$ cat src/sv/bls_pkg.sv
// ============================================================================
// bls_pkg
// Shared types and constants for the Bresenham line stepper.
// ============================================================================
package bls_pkg;

  // Coordinate width and the width of the error term and its increments.
  localparam int COORD_BITS = 12;
  localparam int ERR_BITS   = COORD_BITS + 2;
  localparam int COLOR_BITS = 32;

  // Configuration port: one 32-bit register at byte address 0.
  localparam int ADDR_BITS = 3;
  localparam int DATA_BITS = 32;
  localparam int REG_BITS  = ADDR_BITS - 2;
  localparam logic [REG_BITS-1:0] REG_DEFAULT_COLOR = REG_BITS'(0);

  // Operation codes.
  localparam logic OP_LOAD = 1'b0;
  localparam logic OP_STEP = 1'b1;

  // Color modes. Codes with the upper bit set trace without drawing.
  localparam logic [1:0] MODE_DEFAULT = 2'd0;
  localparam logic [1:0] MODE_ITEM    = 2'd1;
  localparam logic [1:0] MODE_TRACE   = 2'd2;

  typedef struct packed {
    logic                          operation;
    logic signed [COORD_BITS-1:0]  start_x;
    logic signed [COORD_BITS-1:0]  start_y;
    logic signed [COORD_BITS-1:0]  end_x;
    logic signed [COORD_BITS-1:0]  end_y;
    logic [COLOR_BITS-1:0]         line_color;
    logic [1:0]                    color_mode;
  } item_t;

  typedef struct packed {
    logic signed [COORD_BITS-1:0]  pixel_x;
    logic signed [COORD_BITS-1:0]  pixel_y;
    logic [COLOR_BITS-1:0]         pixel_color;
    logic                          last_pixel;
  } pixel_t;

  // Line parameters produced by the setup logic for a load transaction.
  typedef struct packed {
    logic                          x_negative;
    logic                          y_negative;
    logic                          major_is_x;
    logic signed [ERR_BITS-1:0]    error_term;
    logic signed [ERR_BITS-1:0]    inc_straight;
    logic signed [ERR_BITS-1:0]    inc_diagonal;
    logic [COORD_BITS-1:0]         steps_left;
  } line_setup_t;

endpackage

$ cat src/sv/bls_cfg_regs.sv
// ============================================================================
// bls_cfg_regs
// APB register block holding the default pixel color.
// ============================================================================
module bls_cfg_regs (
  input  logic                           clk,
  input  logic                           rst,
  input  logic                           psel,
  input  logic                           penable,
  input  logic                           pwrite,
  input  logic [bls_pkg::ADDR_BITS-1:0]  paddr,
  input  logic [bls_pkg::DATA_BITS-1:0]  pwdata,
  output logic [bls_pkg::DATA_BITS-1:0]  prdata,
  output logic                           pready,
  output logic [bls_pkg::COLOR_BITS-1:0] default_color
);

  logic [bls_pkg::REG_BITS-1:0] reg_index;

  assign reg_index = paddr[bls_pkg::ADDR_BITS-1:2];
  assign pready    = 1'b1;

  always_ff @(posedge clk) begin
    if (rst) begin
      default_color <= '0;
    end else if (psel && penable && pwrite && pready &&
                 (reg_index == bls_pkg::REG_DEFAULT_COLOR)) begin
      default_color <= pwdata;
    end
  end

  always_comb begin
    unique case (reg_index)
      bls_pkg::REG_DEFAULT_COLOR: prdata = default_color;
      default:                    prdata = '0;
    endcase
  end

endmodule

$ cat src/sv/bls_line_setup.sv
// ============================================================================
// bls_line_setup
// Derives deltas, step directions, major axis and error terms of a new line.
// ============================================================================
module bls_line_setup (
  input  logic signed [bls_pkg::COORD_BITS-1:0] start_x,
  input  logic signed [bls_pkg::COORD_BITS-1:0] start_y,
  input  logic signed [bls_pkg::COORD_BITS-1:0] end_x,
  input  logic signed [bls_pkg::COORD_BITS-1:0] end_y,
  output bls_pkg::line_setup_t                  setup
);

  localparam int CB = bls_pkg::COORD_BITS;

  logic signed [CB:0] diff_x;
  logic signed [CB:0] diff_y;
  logic [CB:0]        neg_x;
  logic [CB:0]        neg_y;
  logic [CB-1:0]      dx;
  logic [CB-1:0]      dy;
  logic [CB-1:0]      major;
  logic [CB-1:0]      minor;
  logic               major_is_x;

  always_comb begin
    // One extra bit keeps the endpoint difference exact.
    diff_x = $signed({end_x[CB-1], end_x}) - $signed({start_x[CB-1], start_x});
    diff_y = $signed({end_y[CB-1], end_y}) - $signed({start_y[CB-1], start_y});
    neg_x  = -diff_x;
    neg_y  = -diff_y;
    dx     = diff_x[CB] ? neg_x[CB-1:0] : diff_x[CB-1:0];
    dy     = diff_y[CB] ? neg_y[CB-1:0] : diff_y[CB-1:0];

    major_is_x = dy < dx;
    major      = major_is_x ? dx : dy;
    minor      = major_is_x ? dy : dx;

    setup.x_negative   = diff_x[CB];
    setup.y_negative   = diff_y[CB];
    setup.major_is_x   = major_is_x;
    setup.inc_straight = $signed({1'b0, minor, 1'b0});
    setup.error_term   = $signed({1'b0, minor, 1'b0}) - $signed({2'b00, major});
    setup.inc_diagonal = $signed({1'b0, minor, 1'b0}) - $signed({1'b0, major, 1'b0});
    setup.steps_left   = major;
  end

endmodule

$ cat src/sv/bls_line_core.sv
// ============================================================================
// bls_line_core
// Line state registers and the per-transaction load and step update.
// ============================================================================
module bls_line_core (
  input  logic                           clk,
  input  logic                           rst,
  input  logic                           fire,
  input  bls_pkg::item_t                 item,
  input  bls_pkg::line_setup_t           setup,
  input  logic [bls_pkg::COLOR_BITS-1:0] default_color,
  output logic                           emit,
  output bls_pkg::pixel_t                result
);

  localparam int CB = bls_pkg::COORD_BITS;
  localparam int EB = bls_pkg::ERR_BITS;

  logic                          active;
  logic signed [CB-1:0]          cur_x;
  logic signed [CB-1:0]          cur_y;
  logic signed [EB-1:0]          error_term;
  logic signed [EB-1:0]          inc_straight;
  logic signed [EB-1:0]          inc_diagonal;
  logic                          x_negative;
  logic                          y_negative;
  logic                          major_is_x;
  logic [CB-1:0]                 steps_left;
  logic [bls_pkg::COLOR_BITS-1:0] held_color;
  logic [1:0]                    held_mode;

  logic                          active_next;
  logic signed [CB-1:0]          cur_x_next;
  logic signed [CB-1:0]          cur_y_next;
  logic signed [EB-1:0]          error_term_next;
  logic [CB-1:0]                 steps_left_next;
  logic [bls_pkg::COLOR_BITS-1:0] held_color_next;
  logic [1:0]                    held_mode_next;

  logic                          is_load;
  logic                          diag;
  logic signed [CB-1:0]          step_x;
  logic signed [CB-1:0]          step_y;
  logic                          move_x;
  logic                          move_y;

  assign is_load = (item.operation == bls_pkg::OP_LOAD);

  always_comb begin
    // Move the minor axis only when the error is strictly positive.
    diag   = !error_term[EB-1] && (error_term != '0);
    step_x = x_negative ? '1 : CB'(1);
    step_y = y_negative ? '1 : CB'(1);
    move_x = major_is_x || diag;
    move_y = !major_is_x || diag;

    if (is_load) begin
      active_next     = (setup.steps_left != '0);
      cur_x_next      = item.start_x;
      cur_y_next      = item.start_y;
      error_term_next = setup.error_term;
      steps_left_next = setup.steps_left;
      held_color_next = item.line_color;
      held_mode_next  = item.color_mode;
    end else begin
      cur_x_next      = move_x ? cur_x + step_x : cur_x;
      cur_y_next      = move_y ? cur_y + step_y : cur_y;
      error_term_next = error_term + (diag ? inc_diagonal : inc_straight);
      steps_left_next = steps_left - CB'(1);
      active_next     = (steps_left_next != '0);
      held_color_next = held_color;
      held_mode_next  = held_mode;
    end
  end

  always_comb begin
    emit = fire && (is_load || active) && !held_mode_next[1];
    result.pixel_x     = cur_x_next;
    result.pixel_y     = cur_y_next;
    result.pixel_color = (held_mode_next == bls_pkg::MODE_DEFAULT) ? default_color
                                                                   : held_color_next;
    result.last_pixel  = (steps_left_next == '0);
  end

  always_ff @(posedge clk) begin
    if (rst) begin
      active <= 1'b0;
    end else if (fire && (is_load || active)) begin
      active <= active_next;
    end
  end

  always_ff @(posedge clk) begin
    if (fire && is_load) begin
      inc_straight <= setup.inc_straight;
      inc_diagonal <= setup.inc_diagonal;
      x_negative   <= setup.x_negative;
      y_negative   <= setup.y_negative;
      major_is_x   <= setup.major_is_x;
    end
    if (fire && (is_load || active)) begin
      cur_x      <= cur_x_next;
      cur_y      <= cur_y_next;
      error_term <= error_term_next;
      steps_left <= steps_left_next;
      held_color <= held_color_next;
      held_mode  <= held_mode_next;
    end
  end

endmodule

$ cat src/sv/bresenham_line_stepper.sv
// ============================================================================
// bresenham_line_stepper
// Integer Bresenham line rasterizer: a load transaction sets up a line and
// yields its start pixel, each step on an active line the next; trace modes none.
// ============================================================================
// Path: a transaction accepted into the input register passes through the line
// update into the output register, where its pixel is presented.
// Throughput: one transaction per cycle; the line update is a single add on
// the error term and coordinates, and only a stalled pixel holds the input.
// Reset (rst, synchronous): no line active, both pipeline registers empty,
// default color register zero.
// ============================================================================
module bresenham_line_stepper (
  input  logic                           clk,
  input  logic                           rst,

  // Transaction input channel.
  input  logic                           item_valid,
  output logic                           item_stall,
  input  bls_pkg::item_t                 item,

  // Pixel output channel.
  output logic                           pixel_valid,
  input  logic                           pixel_stall,
  output bls_pkg::pixel_t                pixel,

  // APB configuration port.
  input  logic                           psel,
  input  logic                           penable,
  input  logic                           pwrite,
  input  logic [bls_pkg::ADDR_BITS-1:0]  paddr,
  input  logic [bls_pkg::DATA_BITS-1:0]  pwdata,
  output logic [bls_pkg::DATA_BITS-1:0]  prdata,
  output logic                           pready
);

  // Input register. A transaction sits here while the line core computes its
  // result from the current line state.
  logic                           in_valid;
  bls_pkg::item_t                 in_item;

  logic                           advance;
  logic                           emit;
  bls_pkg::pixel_t                result;
  bls_pkg::line_setup_t           setup;
  logic [bls_pkg::COLOR_BITS-1:0] default_color;

  // The held transaction moves on when the output register is empty or is
  // being emptied in this cycle. Transactions that make no pixel also wait
  // for that, which keeps the control simple and costs nothing in rate
  // while the consumer keeps up.
  assign advance    = in_valid && (!pixel_valid || !pixel_stall);

  // A new transaction can enter whenever the input register is empty or is
  // draining in this same cycle.
  assign item_stall = in_valid && !advance;

  always_ff @(posedge clk) begin
    if (rst) begin
      in_valid <= 1'b0;
    end else if (!item_stall) begin
      in_valid <= item_valid;
    end
  end

  always_ff @(posedge clk) begin
    if (!item_stall) begin
      in_item <= item;
    end
  end

  bls_cfg_regs u_cfg (
    .clk           (clk),
    .rst           (rst),
    .psel          (psel),
    .penable       (penable),
    .pwrite        (pwrite),
    .paddr         (paddr),
    .pwdata        (pwdata),
    .prdata        (prdata),
    .pready        (pready),
    .default_color (default_color)
  );

  // Setup math for load transactions: deltas, directions, major axis and
  // the initial error term with its two increments.
  bls_line_setup u_setup (
    .start_x (in_item.start_x),
    .start_y (in_item.start_y),
    .end_x   (in_item.end_x),
    .end_y   (in_item.end_y),
    .setup   (setup)
  );

  // Line state and the per-pixel update. The default color is sampled when
  // each pixel is produced, so a register write between lines is seen by
  // every later pixel of a default color mode line.
  bls_line_core u_core (
    .clk           (clk),
    .rst           (rst),
    .fire          (advance),
    .item          (in_item),
    .setup         (setup),
    .default_color (default_color),
    .emit          (emit),
    .result        (result)
  );

  // Output register. It holds a finished pixel while the consumer stalls,
  // and is refilled in the same cycle that it is emptied.
  always_ff @(posedge clk) begin
    if (rst) begin
      pixel_valid <= 1'b0;
    end else if (advance && emit) begin
      pixel_valid <= 1'b1;
    end else if (!pixel_stall) begin
      pixel_valid <= 1'b0;
    end
  end

  always_ff @(posedge clk) begin
    if (advance && emit) begin
      pixel <= result;
    end
  end

endmodule
$ cat config.mk
export PLATFORM = sky130hd
export DESIGN_NAME = bresenham_line_stepper
export DESIGN_NICKNAME = d
export VERILOG_FILES = /design/src/sv/bls_pkg.sv /design/src/sv/bls_cfg_regs.sv /design/src/sv/bls_line_setup.sv /design/src/sv/bls_line_core.sv /design/src/sv/bresenham_line_stepper.sv
export SDC_FILE = /design/constraint.sdc
export NUM_CORES = 1
export LEC_CHECK = 0
export BUFFER_PORTS_ARGS = -buffer_cell sky130_fd_sc_hd__buf_2
export CORE_UTILIZATION = 40
export CTS_CLUSTER_DIAMETER = 150
export DETAILED_ROUTE_END_ITERATION = 10
export GPL_TIMING_DRIVEN = 0
export HOLD_SLACK_MARGIN = 0.06
export SLEW_MARGIN = 20
export SYNTH_ARGS = -nofsm -noshare
export SYNTH_HDL_FRONTEND = slang
export SYNTH_SLANG_ARGS = --single-unit
$ cat constraint.sdc
create_clock -name clk -period 14.4 [get_ports clk]
set_input_delay 3.6 -clock clk [delete_from_list [all_inputs] [get_ports clk]]
set_output_delay 3.6 -clock clk [all_outputs]
set_load 0.02 [all_outputs]
# After elaboration in Yosys (flattened, before gate mapping)
# Index checks and enable logic that the tools add are counted.
# Widths: inputs -> output; s select.
dict set report op_classes {
  addsub 10
  order_cmp 1
  n_eq_ne 1
  n_mux 20
  bitwise_logic 2
  n_reduce_logical 25
}
# op n
set op_table {}
lappend op_table {{$mux 12} 11}
lappend op_table {{$mux 32} 3}
lappend op_table {{$mux 14} 2}
lappend op_table {{$sub 12x12->13} 2}
lappend op_table {{$add 12x12->12} 2}
lappend op_table {{$neg 12->12} 2}
lappend op_table {{$reduce_bool 12->1} 2}
lappend op_table {{$add 14x14->14} 1}
lappend op_table {{$reduce_bool 14->1} 1}
lappend op_table {{$sub 13x12->14} 1}
lappend op_table {{$sub 13x13->14} 1}
lappend op_table {{$logic_not 12->1} 1}
lappend op_table {{$lt 12x12->1} 1}
lappend op_table {{$sub 12x1->12 const B} 1}
lappend op_table {{$logic_and 1x1->1} 10}
lappend op_table {{$logic_not 1->1} 6}
lappend op_table {{$logic_or 1x1->1} 4}
lappend op_table {{$mux 1} 3}
lappend op_table {{$logic_not 2->1} 1}
lappend op_table {{$mux 2} 1}
lappend op_table {{$ne 2x1->1 const B} 1}
lappend op_table {{$not 1->1} 2}
dict set report word_totals {
  reg_bits 288
  in_bits 125
  output_inout_bits 92
  elab_cells 85
}

# Depth between registers and ports, before layout
# Gate-level depths: netlist of the first run.
dict set report logic_depth {
  ltp_word 7
  mapped_depth 39
  ltp_nobuf 36
}

# By module
# Synthesis of the first run repeated with hierarchy kept, for this count alone.
dict set report hier_totals {
  cells_unflattened 1580
  hier_area_um2 17444.2
}
# module n_inst cells_each area_per_inst_um2 seq_area_each_um2
set by_module_without_submodules {}
lappend by_module_without_submodules {bls_line_core 1 649 7267.0 3473.3}
lappend by_module_without_submodules {bresenham_line_stepper 1 151 4294.1 4244.1}
lappend by_module_without_submodules {bls_line_setup 1 603 4186.5 0.0}
lappend by_module_without_submodules {bls_cfg_regs 1 177 1696.6 640.6}

# Worst setup path before layout of the first run
# OpenSTA, ideal clock, no wires.
dict set report synth_path {
  kind {input to output}
  startpoint {input port pixel_stall}
  endpoint {output port item_stall}
  t_arrival_ns 6.340
  required_ns 10.800
  path_slack_ns 4.460
  cell_stages 2
  path_buffers 0
  path_cell_list {nand3_1 > inv_1}
}
dict set report synth_via {
  elab_chain_cells 5
}
# element line
set synth_lines {}
lappend synth_lines {{start, declared} bresenham_line_stepper.sv:24} ;# input logic pixel_stall,
lappend synth_lines {{$logic_not 1->1} n/a}
lappend synth_lines {{$logic_or 1x1->1} bresenham_line_stepper.sv:52} ;# assign advance = in_valid && (!pixel_valid || !pixel_stall);
lappend synth_lines {{$logic_and 1x1->1} bresenham_line_stepper.sv:52}
lappend synth_lines {{$logic_not 1->1} bresenham_line_stepper.sv:56} ;# assign item_stall = in_valid && !advance;
lappend synth_lines {{$logic_and 1x1->1} bresenham_line_stepper.sv:56}
lappend synth_lines {{end, declared} bresenham_line_stepper.sv:19} ;# output logic item_stall,
# No other way between the ends.

==> results.md, run 1 <==
* Starting utilization of the core area at ~41%
* Max Fanout on Critical Path at 10
* Final Max Slew Viols at 0
* VDD IR max at 0.0000970 V
* Cell with the largest stage delay on the worst path: clkbuf_1
* Sequential fraction of the synthesis area at ~50%
* Post-synthesis instance total at between 1000 and 1500
* Clock slew at the register clock pins of the worst setup and hold paths at ~60 ps
* Number of buffers inserted to repair setup after CTS at 0
* Pleak at ~7.6 nW
* Global-route wire length before repair at 66300 µm
* Final cycle utilization of the critical path at between 60% and 70%
* Count of input and output buffers at roughly 210
* Number of instances resized during post-cts repair at 0
* Number of enable-type register cells in the synthesized netlist at 252
* Required time of the critical path at between 10000 and 15000 ps
* Endpoints failing setup at 0
* Initial drt markers at roughly 650
* Initial antenna violation count at 10
* Category of the critical setup timing path: register to register
* Count of pins on the block boundary at 217
* Critical Path Stages at 34
* R2R setup slack at 4560 ps
* Die Span X at 203 µm
* Library cell occupying the most area in the post-synthesis netlist: edfxtp_1
* Global-route congestion overflow total at 0
* Number of distinct library cells after synthesis at 105
* CTS tree: built
* Combined global-route utilization of all metal layers at between 20% and 30%
* Number of buffers created by CTS at 30
* WL/cell at 18.8 µm
* Final Hold Viols at 0
* Post-cts hold buffer count at 0
* Clock H-tree levels at 1
* Die H at around 200 µm
* Final critical delay including setup and external delays at between 9000 and 10000 ps
* Synth-to-Final Area Change at 18.3%
* Arrival @ worst endpoint at approximately 10000 ps
* Clk buf depth at 3
* Layout cell share with drive strength beyond 1 at a little under a quarter
* Final WL at approximately 43000 µm
* Smallest setup slack after layout at 4560 ps
* Die Outline Area at a little over 40000 µm²
* RSZ-0062 raised after global routing: false
* FILL cells at 3689
* Detailed-route DRC error count at 0
* Worst Setup Start Kind: register
* Top_reg_cell synth: edfxtp_1
* Total half-perimeter wirelength after legalization and detailed placement at 32600 µm
* Yosys warns at 0
* Kind of path behind the tightest hold check: register to register
* # nets final at a little under 2000
* Via count of the first global-routing pass at 12125
* Area used by sequential logic in the layout at 8270 µm²
* Transition time at the pin with the least slew margin at around 1100 ps
* Layout Skew at approximately 22 ps
* Top cell types by occurrence after synthesis: 252 x edfxtp_1, 161 x nand2_1, 128 x a21oi_1
* Cell mode on critical path: o2111ai_1
* Synth Net Count at between 1500 and 2000
* Pre-Repair DR Iteration Count at 5
* Cells taking the most area after synthesis: edfxtp_1 47%, ha_1 5.9%, mux2_2 5.6%
* Total area of multi-input combinational cells at about 7400 µm²
* Number of cells traversed by the worst hold path at 2
* Number of routed nets with antenna violations at 0
* CP max stage delay at 540 ps
* PD cells at ~160 nW/µm²
* Largest net degree at the start of global routing at between 40 and 50
* Clock latency reported for the late side of the worst-skew pair at 590 ps
* Most frequently used cell type in the post-synthesis netlist: edfxtp_1
* Crit end category: register
* Max-capacitance violation count at 0
* Crit-path leading delay family: compound AO/OA/AOI/OAI gates
* Clk sinks at around 290
* Maximum clock frequency at 102 MHz
* Final-layout setup total negative slack at 0 ps
* Vias per cell at roughly 5.3
* Core area at about 40000 µm²
* Final Core Density at ~48%
* Number of rows created at floorplan at 73
* Post-synth design cell area at between 15000 and 20000 µm²
* Relative slew slack at between 20 and 30%
* Cell at the root of the clock tree: clkbuf_16
* RePlAce Congestion at approximately 0.9
* Total via count after detailed routing at 12093
* Depth of the most critical reg-to-reg path at 34
* Flip-flop and latch count after synthesis at around 290
* Buffering stage count on the worst path with inverters included at 6
* Average size of a mapped cell at between 10 and 15 µm²
* Asr flop ratio synth at 0%
* Pre-CTS setup slack at between 4000 and 5000 ps
* Area share of the largest cell type after synthesis at 46.7%
* Result of the run: finished clean
-- state kept, by name, indices dropped and copies added, names as in the netlist --
name / count
in_item: 83
pixel: 57
u_cfg.default_color: 32
u_core.held_color: 32
u_core.error_term: 14
u_core.inc_diagonal: 13
u_core.cur_x: 12
u_core.cur_y: 12
u_core.inc_straight: 12
u_core.steps_left: 12
u_core.held_mode: 2
in_valid: 1
pixel_valid: 1
u_core.active: 1
u_core.major_is_x: 1
u_core.x_negative: 1
u_core.y_negative: 1
-- routing by layer --
layer	wire length [µm]	global-route usage (%)	vias up	share of wire [%]
met4	655	4.19	14	1.5
met2	20500	34.7	304	48
li1	-	-	5868	-
met1	18900	26.6	5846	44
met3	2640	4.68	61	6.2
met5	95	0	-	0.22
-- cell families after synthesis --
logic type / share of synthesized area (%)
xor gates and xnor gates: 4.81
and+or+nand+nor: 13.3
adders and majority gates: 6.86
muxes: 6.85
buffers and inverters: 3.64
other: 0.0232
DFF: 51.1
AOI/OAI and AO/OA: 13.5
-- layout make-up --
class,count,area share (%)
flip-flops and latches,287,43.2
plain buffers,55,1.42
repair buffers,221,6.65
well taps,525,3.43
clock inverters,18,1.14
clock buffers,37,4.06
diodes,2,0.0261
multi-input cells,1040,38.5
inverters,83,1.67
-- power by group --
group          internal (mW)  switching (mW)  total, mW
Combinational          0.472           0.736       1.21
Sequential              1.00          0.0217       1.03
Clock                  0.455           0.331      0.786
Total                   1.93            1.09       3.02
-- worst register-to-register path, delay by kind of cell, from the launching register on --
kind	cells	cell delay, ps
buffers and inverters	6	1680
DFF	1	420
AOI/OAI and AO/OA	15	3320
adders and majority gates	5	2010
and+or+nand+nor	7	1590
xor gates and xnor gates	1	520
-- path summary, 6_finish.rpt --
check | startpoint | endpoint
max | in_item[58]$_DFFE_PN_ | u_core.error_term[12]$_DFFE_PP_
min | u_cfg.default_color[27]$_SDFFE_PP0P_ | u_cfg.default_color[27]$_SDFFE_PP0P_
max reg2reg | in_item[58]$_DFFE_PN_ | u_core.error_term[12]$_DFFE_PP_
min reg2reg | u_cfg.default_color[27]$_SDFFE_PP0P_ | u_cfg.default_color[27]$_SDFFE_PP0P_
-- layout by cell type, fill, tap and decap left out, types with 6 or more instances in the layout --
cell type,synthesis,layout
a21o_1,14,14
a21oi_1,128,127
a31oi_1,8,8
and2_1,7,7
and3_1,6,6
buf_1,7,7
buf_2,0,212
buf_6,7,7
clkbuf_1,39,46
clkbuf_16,0,30
clkinv_1,2,8
dfxtp_1,35,35
edfxtp_1,252,252
fa_1,6,6
ha_1,76,76
inv_1,80,79
mux2_2,80,80
mux2i_1,18,18
nand2_1,161,161
nand2b_1,11,11
nand3_1,19,18
nor2_1,88,87
nor2b_1,45,45
nor3_1,25,25
nor3b_1,8,8
nor4_1,10,10
o211ai_1,7,7
o21a_1,18,18
o21ai_0,55,55
o21ai_1,9,9
o21bai_1,16,16
or2_2,9,9
or3_1,9,9
xnor2_1,59,59
xor2_1,30,30
-- metrics by stage --
step / cells / hold WS [ps] / total power, mW / cell area [µm²]
4_1_cts: 2266 / 467 / 3.03 / 19200
3_5_place_dp: 2211 / 459 / 2.23 / 18200
2_1_floorplan: 1465 / 442 / 1.92 / 16200
3_3_place_gp: 2202 / 453 / 2.21 / 17900
5_1_grt: 2268 / 490 / 3.19 / 19200
6_report: 2268 / 467 / 3.02 / 19200
No activity file was read; power rests on OpenSTA's default activity.
==> run 2: changes to the inputs <==
--- a/config.mk
+++ b/config.mk
@@ -5,6 +5,7 @@
 export SDC_FILE = /design/constraint.sdc
 export NUM_CORES = 1
 export LEC_CHECK = 0
+export ABC_AREA = 1
 export BUFFER_PORTS_ARGS = -buffer_cell sky130_fd_sc_hd__buf_2
 export CORE_UTILIZATION = 40
 export CTS_CLUSTER_DIAMETER = 150
==> constraint.sdc (replaced) <==
create_clock -name clk -period 10.2 [get_ports clk]
set_input_delay 2.55 -clock clk [delete_from_list [all_inputs] [get_ports clk]]
set_output_delay 2.55 -clock clk [all_outputs]
set_load 0.02 [all_outputs]
==> results.md, run 2 <==
* Result of the run: finished clean (unchanged)
* Leading cell types in the layout, fill and taps excluded: 524 x nand2_1, 252 x edfxtp_1, 219 x inv_1 (was 252 x edfxtp_1, 212 x buf_2, 161 x nand2_1)
* Final Core Density at 48.0% (was 48.1%)
* Final cycle utilization of the critical path at 62.2% (was 68.4%)
* Crit end category: register (unchanged)
* Top cell types by occurrence after synthesis: 524 x nand2_1, 252 x edfxtp_1, 221 x inv_1 (was 252 x edfxtp_1, 161 x nand2_1, 128 x a21oi_1)
* # nets final at 2325 (was 1925)
* Clock H-tree levels at 1 (unchanged)
* Final WL at 43300 µm (was 42700 µm)
* WL/cell at 16.2 µm (was 18.8 µm)
* R2R setup slack at 3850 ps (was 4560 ps)
* CP max stage delay at 430 ps (was 540 ps)
* Core area at 39900 µm² (was 39800 µm²)
* Reg-to-reg critical path endpoint: u_core.error_term[10]$_DFFE_PP_ (was u_core.error_term[12]$_DFFE_PP_)
* Synth Net Count at 2077 (was 1672)
* Number of cells traversed by the worst hold path at 2 (unchanged)
* Worst Setup Start Kind: register (unchanged)
* Clk sinks at 287 (unchanged)
* Final critical delay including setup and external delays at 6350 ps (was 9840 ps)
* Detailed-route DRC error count at 0 (unchanged)
* Number of buffers inserted to repair setup after CTS at 0 (unchanged)
* Number of flip-flops in the largest register at 83 (unchanged)
* CTS tree: built (unchanged)
* Clock slew at the register clock pins of the worst setup and hold paths at 70 ps (was 60 ps)
* Area share of the largest cell type after synthesis at 46.6% (was 46.7%)
* Number of rows created at floorplan at 73 (unchanged)
* Hold slack final at 469 ps (was 467 ps)
* Library cell occupying the most area in the post-synthesis netlist: edfxtp_1 (unchanged)
* Average size of a mapped cell at 8.69 µm² (was 11.1 µm²)
* Cell mode on critical path: nand2_1 (was o2111ai_1)
* Die Span X at 204 µm (was 203 µm)
* Yosys warns at 0 (unchanged)
* Layout Skew at 11.9 ps (was 22.5 ps)
* Post-cts hold buffer count at 0 (unchanged)
* Largest registers in the final layout: in_item (83), pixel (57) (unchanged)
* Max Fanout on Critical Path at 10 (unchanged)
* Number of instances resized during post-cts repair at 0 (unchanged)
* Number of enable-type register cells in the synthesized netlist at 252 (unchanged)
* PD cells at 234 nW/µm² (was 158 nW/µm²)
* Count of pins on the block boundary at 217 (unchanged)
* Endpoints failing setup at 0 (unchanged)
* Worst Min Path Start: u_core.active$_SDFFE_PP0P_ (was u_cfg.default_color[27]$_SDFFE_PP0P_)
* Arrival @ worst endpoint at 6680 ps (was 10150 ps)
* Via count of the first global-routing pass at 12708 (was 12125)
* Leading cell type in the layout, fill and taps excluded: nand2_1 (was edfxtp_1)
* Kind of path behind the tightest hold check: register to register (unchanged)
* RSZ-0062 raised after global routing: false (unchanged)
* Final Hold Viols at 0 (unchanged)
* Clk buf depth at 3 (unchanged)
* Vias per cell at 4.96 (was 5.33)
* Largest net degree at the start of global routing at 47 (was 43)
* Global-route congestion overflow total at 0 (unchanged)
* FF-to-FF Start: in_item[58]$_DFFE_PN_ (unchanged)
* Top_reg_cell synth: edfxtp_1 (unchanged)
* Total area of multi-input combinational cells at 6870 µm² (was 7370 µm²)
* Flip-flop and latch count after synthesis at 287 (unchanged)
* Post-synth design cell area at 16200 µm² (about the same)
* Hold Path Sink: u_core.active$_SDFFE_PP0P_ (was u_cfg.default_color[27]$_SDFFE_PP0P_)
* Initial antenna violation count at 4 (was 10)
* Pre-Repair DR Iteration Count at 5 (unchanged)
* Post-synthesis instance total at 1870 (was 1465)
* Final-layout setup total negative slack at 0 ps (unchanged)
* Most frequently used cell type in the post-synthesis netlist: nand2_1 (was edfxtp_1)
* Number of buffers created by CTS at 30 (unchanged)
* Relative slew slack at 40.8% (was 28.4%)
* Cells taking the most area after synthesis: edfxtp_1 47%, nand2_1 12%, ha_1 5.9% (was edfxtp_1 47%, ha_1 5.9%, mux2_2 5.6%)
* FILL cells at 3808 (was 3689)
* Starting utilization of the core area at 40.7% (about the same)
* Combined global-route utilization of all metal layers at 20.5% (was 20.4%)
* RePlAce Congestion at 0.917 (was 0.902)
* Cell with the largest stage delay on the worst path: edfxtp_1 (was clkbuf_1)
* Pleak at 8.76 nW (was 7.60 nW)
* Transition time at the pin with the least slew margin at 887 ps (was 1060 ps)
* Layout cell share with drive strength beyond 1 at 16.3% (was 23.3%)
* Count of input and output buffers at 211 (was 212)
* Depth of the most critical reg-to-reg path at 37 (was 34)
* Final Max Slew Viols at 0 (unchanged)
* Register containing the most flip-flops in the final layout: in_item (unchanged)
* Maximum clock frequency at 158 MHz (was 102 MHz)
* Number of distinct library cells after synthesis at 49 (was 105)
* Synth-to-Final Area Change at 17.9% (was 18.3%)
* Total half-perimeter wirelength after legalization and detailed placement at 33300 µm (was 32600 µm)
* Clock latency reported for the late side of the worst-skew pair at 590 ps (about the same)
* Area used by sequential logic in the layout at 8270 µm² (unchanged)
* Initial drt markers at 832 (was 648)
* Sequential fraction of the synthesis area at 50.9% (was 51.1%)
* Cell at the root of the clock tree: clkbuf_16 (unchanged)
* Die Outline Area at 41400 µm² (was 41300 µm²)
* Total via count after detailed routing at 13258 (was 12093)
* Die H at 204 µm (was 203 µm)
* Required time of the critical path at 10540 ps (was 14710 ps)
* VDD IR max at 0.000144 V (was 0.0000970 V)
* Global-route wire length before repair at 66600 µm (was 66300 µm)
* Max-capacitance violation count at 0 (unchanged)
* Number of routed nets with antenna violations at 0 (unchanged)
* Asr flop ratio synth at 0% (unchanged)
* Category of the critical setup timing path: register to register (unchanged)
-- run 2: cell types whose count changed in the layout (fill, tap and decap cells not counted), moves of 48 or more --
cell / before / now
inv_1: 79 / 219
mux2_2: 80 / 0
nand2_1: 161 / 524
nand3_1: 18 / 93
nor2_1: 87 / 156
o21ai_0: 55 / 126
xnor2_1: 59 / 11
-- run 2: worst max path at each step --
stage / depth (start not counted) / start / endpoint / slack [ps]
6_report: 37 / in_item[58]$_DFFE_PN_ / u_core.error_term[10]$_DFFE_PP_ / 3850
4_1_cts: 37 / in_item[58]$_DFFE_PN_ / u_core.error_term[12]$_DFFE_PP_ / 3890
3_5_place_dp: 37 / in_item[58]$_DFFE_PN_ / u_core.error_term[12]$_DFFE_PP_ / 3940
2_1_floorplan: 5 / pixel_stall / pixel[0]$_DFFE_PP_ / 4400
5_1_grt: 37 / in_item[58]$_DFFE_PN_ / u_core.error_term[10]$_DFFE_PP_ / 3360
3_3_place_gp: 6 / pixel_stall / pixel[37]$_DFFE_PP_ / 2490
-- run 2: cell families (layout without fill, tap and decap cells) --
logic type      after synthesis  in the layout  share of synthesized area, %
fa+ha+maj                    82             82                          6.59
xor+xnor                     49             49                          2.73
compound gates              297            297                          10.4
other cells                   1              6                        0.0231
buf+inv                     288            560                          6.91
flops                       287            287                          50.9
simple gates                866            866                          22.5
-- run 2: layout make-up --
cell class / instances / area share, %
diodes: 5 / 0.0653
clock buffers: 43 / 4.72
multi-input cells: 1295 / 35.9
flip-flops and latches: 287 / 43.2
repair buffers: 216 / 6.07
clock inverters: 13 / 0.797
plain buffers: 52 / 1.23
well taps: 525 / 3.43
inverters: 236 / 4.65
-- run 2: power breakdown --
part           leakage, nW  total, mW  internal (mW)  switching (mW)
clock                0.506       1.16          0.671           0.484
sequential            2.72       1.45           1.42          0.0285
combinational         5.53       1.88          0.611            1.26
-- run 2: critical path: cells and delay by family (launching register included) --
kind / cells / cell delay, ps
and+or+nand+nor: 21 / 2140
adders and majority gates: 4 / 1470
buffers and inverters: 7 / 940
AOI/OAI and AO/OA: 3 / 640
xor gates and xnor gates: 2 / 490
DFF: 1 / 430
-- run 2: metrics by stage --
stage               std cells  setup slack (ps)  power [mW]  cell area (µm²)
floorplan                1870              4400        2.86            16200
global placement         2606              2490        3.30            18000
detailed placement       2611              3940        3.32            18100
CTS                      2667              3890        4.49            19100
global route             2671              3360        4.76            19200
finish                   2672              3850        4.48            19200
-- run 2: routing by layer --
metal  wire length (µm)  up-vias  global-route usage, %  share of wire [%]
li1                   -     6752                      -                  -
met1              19800     6142                   27.8                 46
met2              20400      306                   34.2                 47
met3               2070       58                   2.43                4.8
met4               1040        0                   6.18                2.4
met5                  0        -                      0                  0
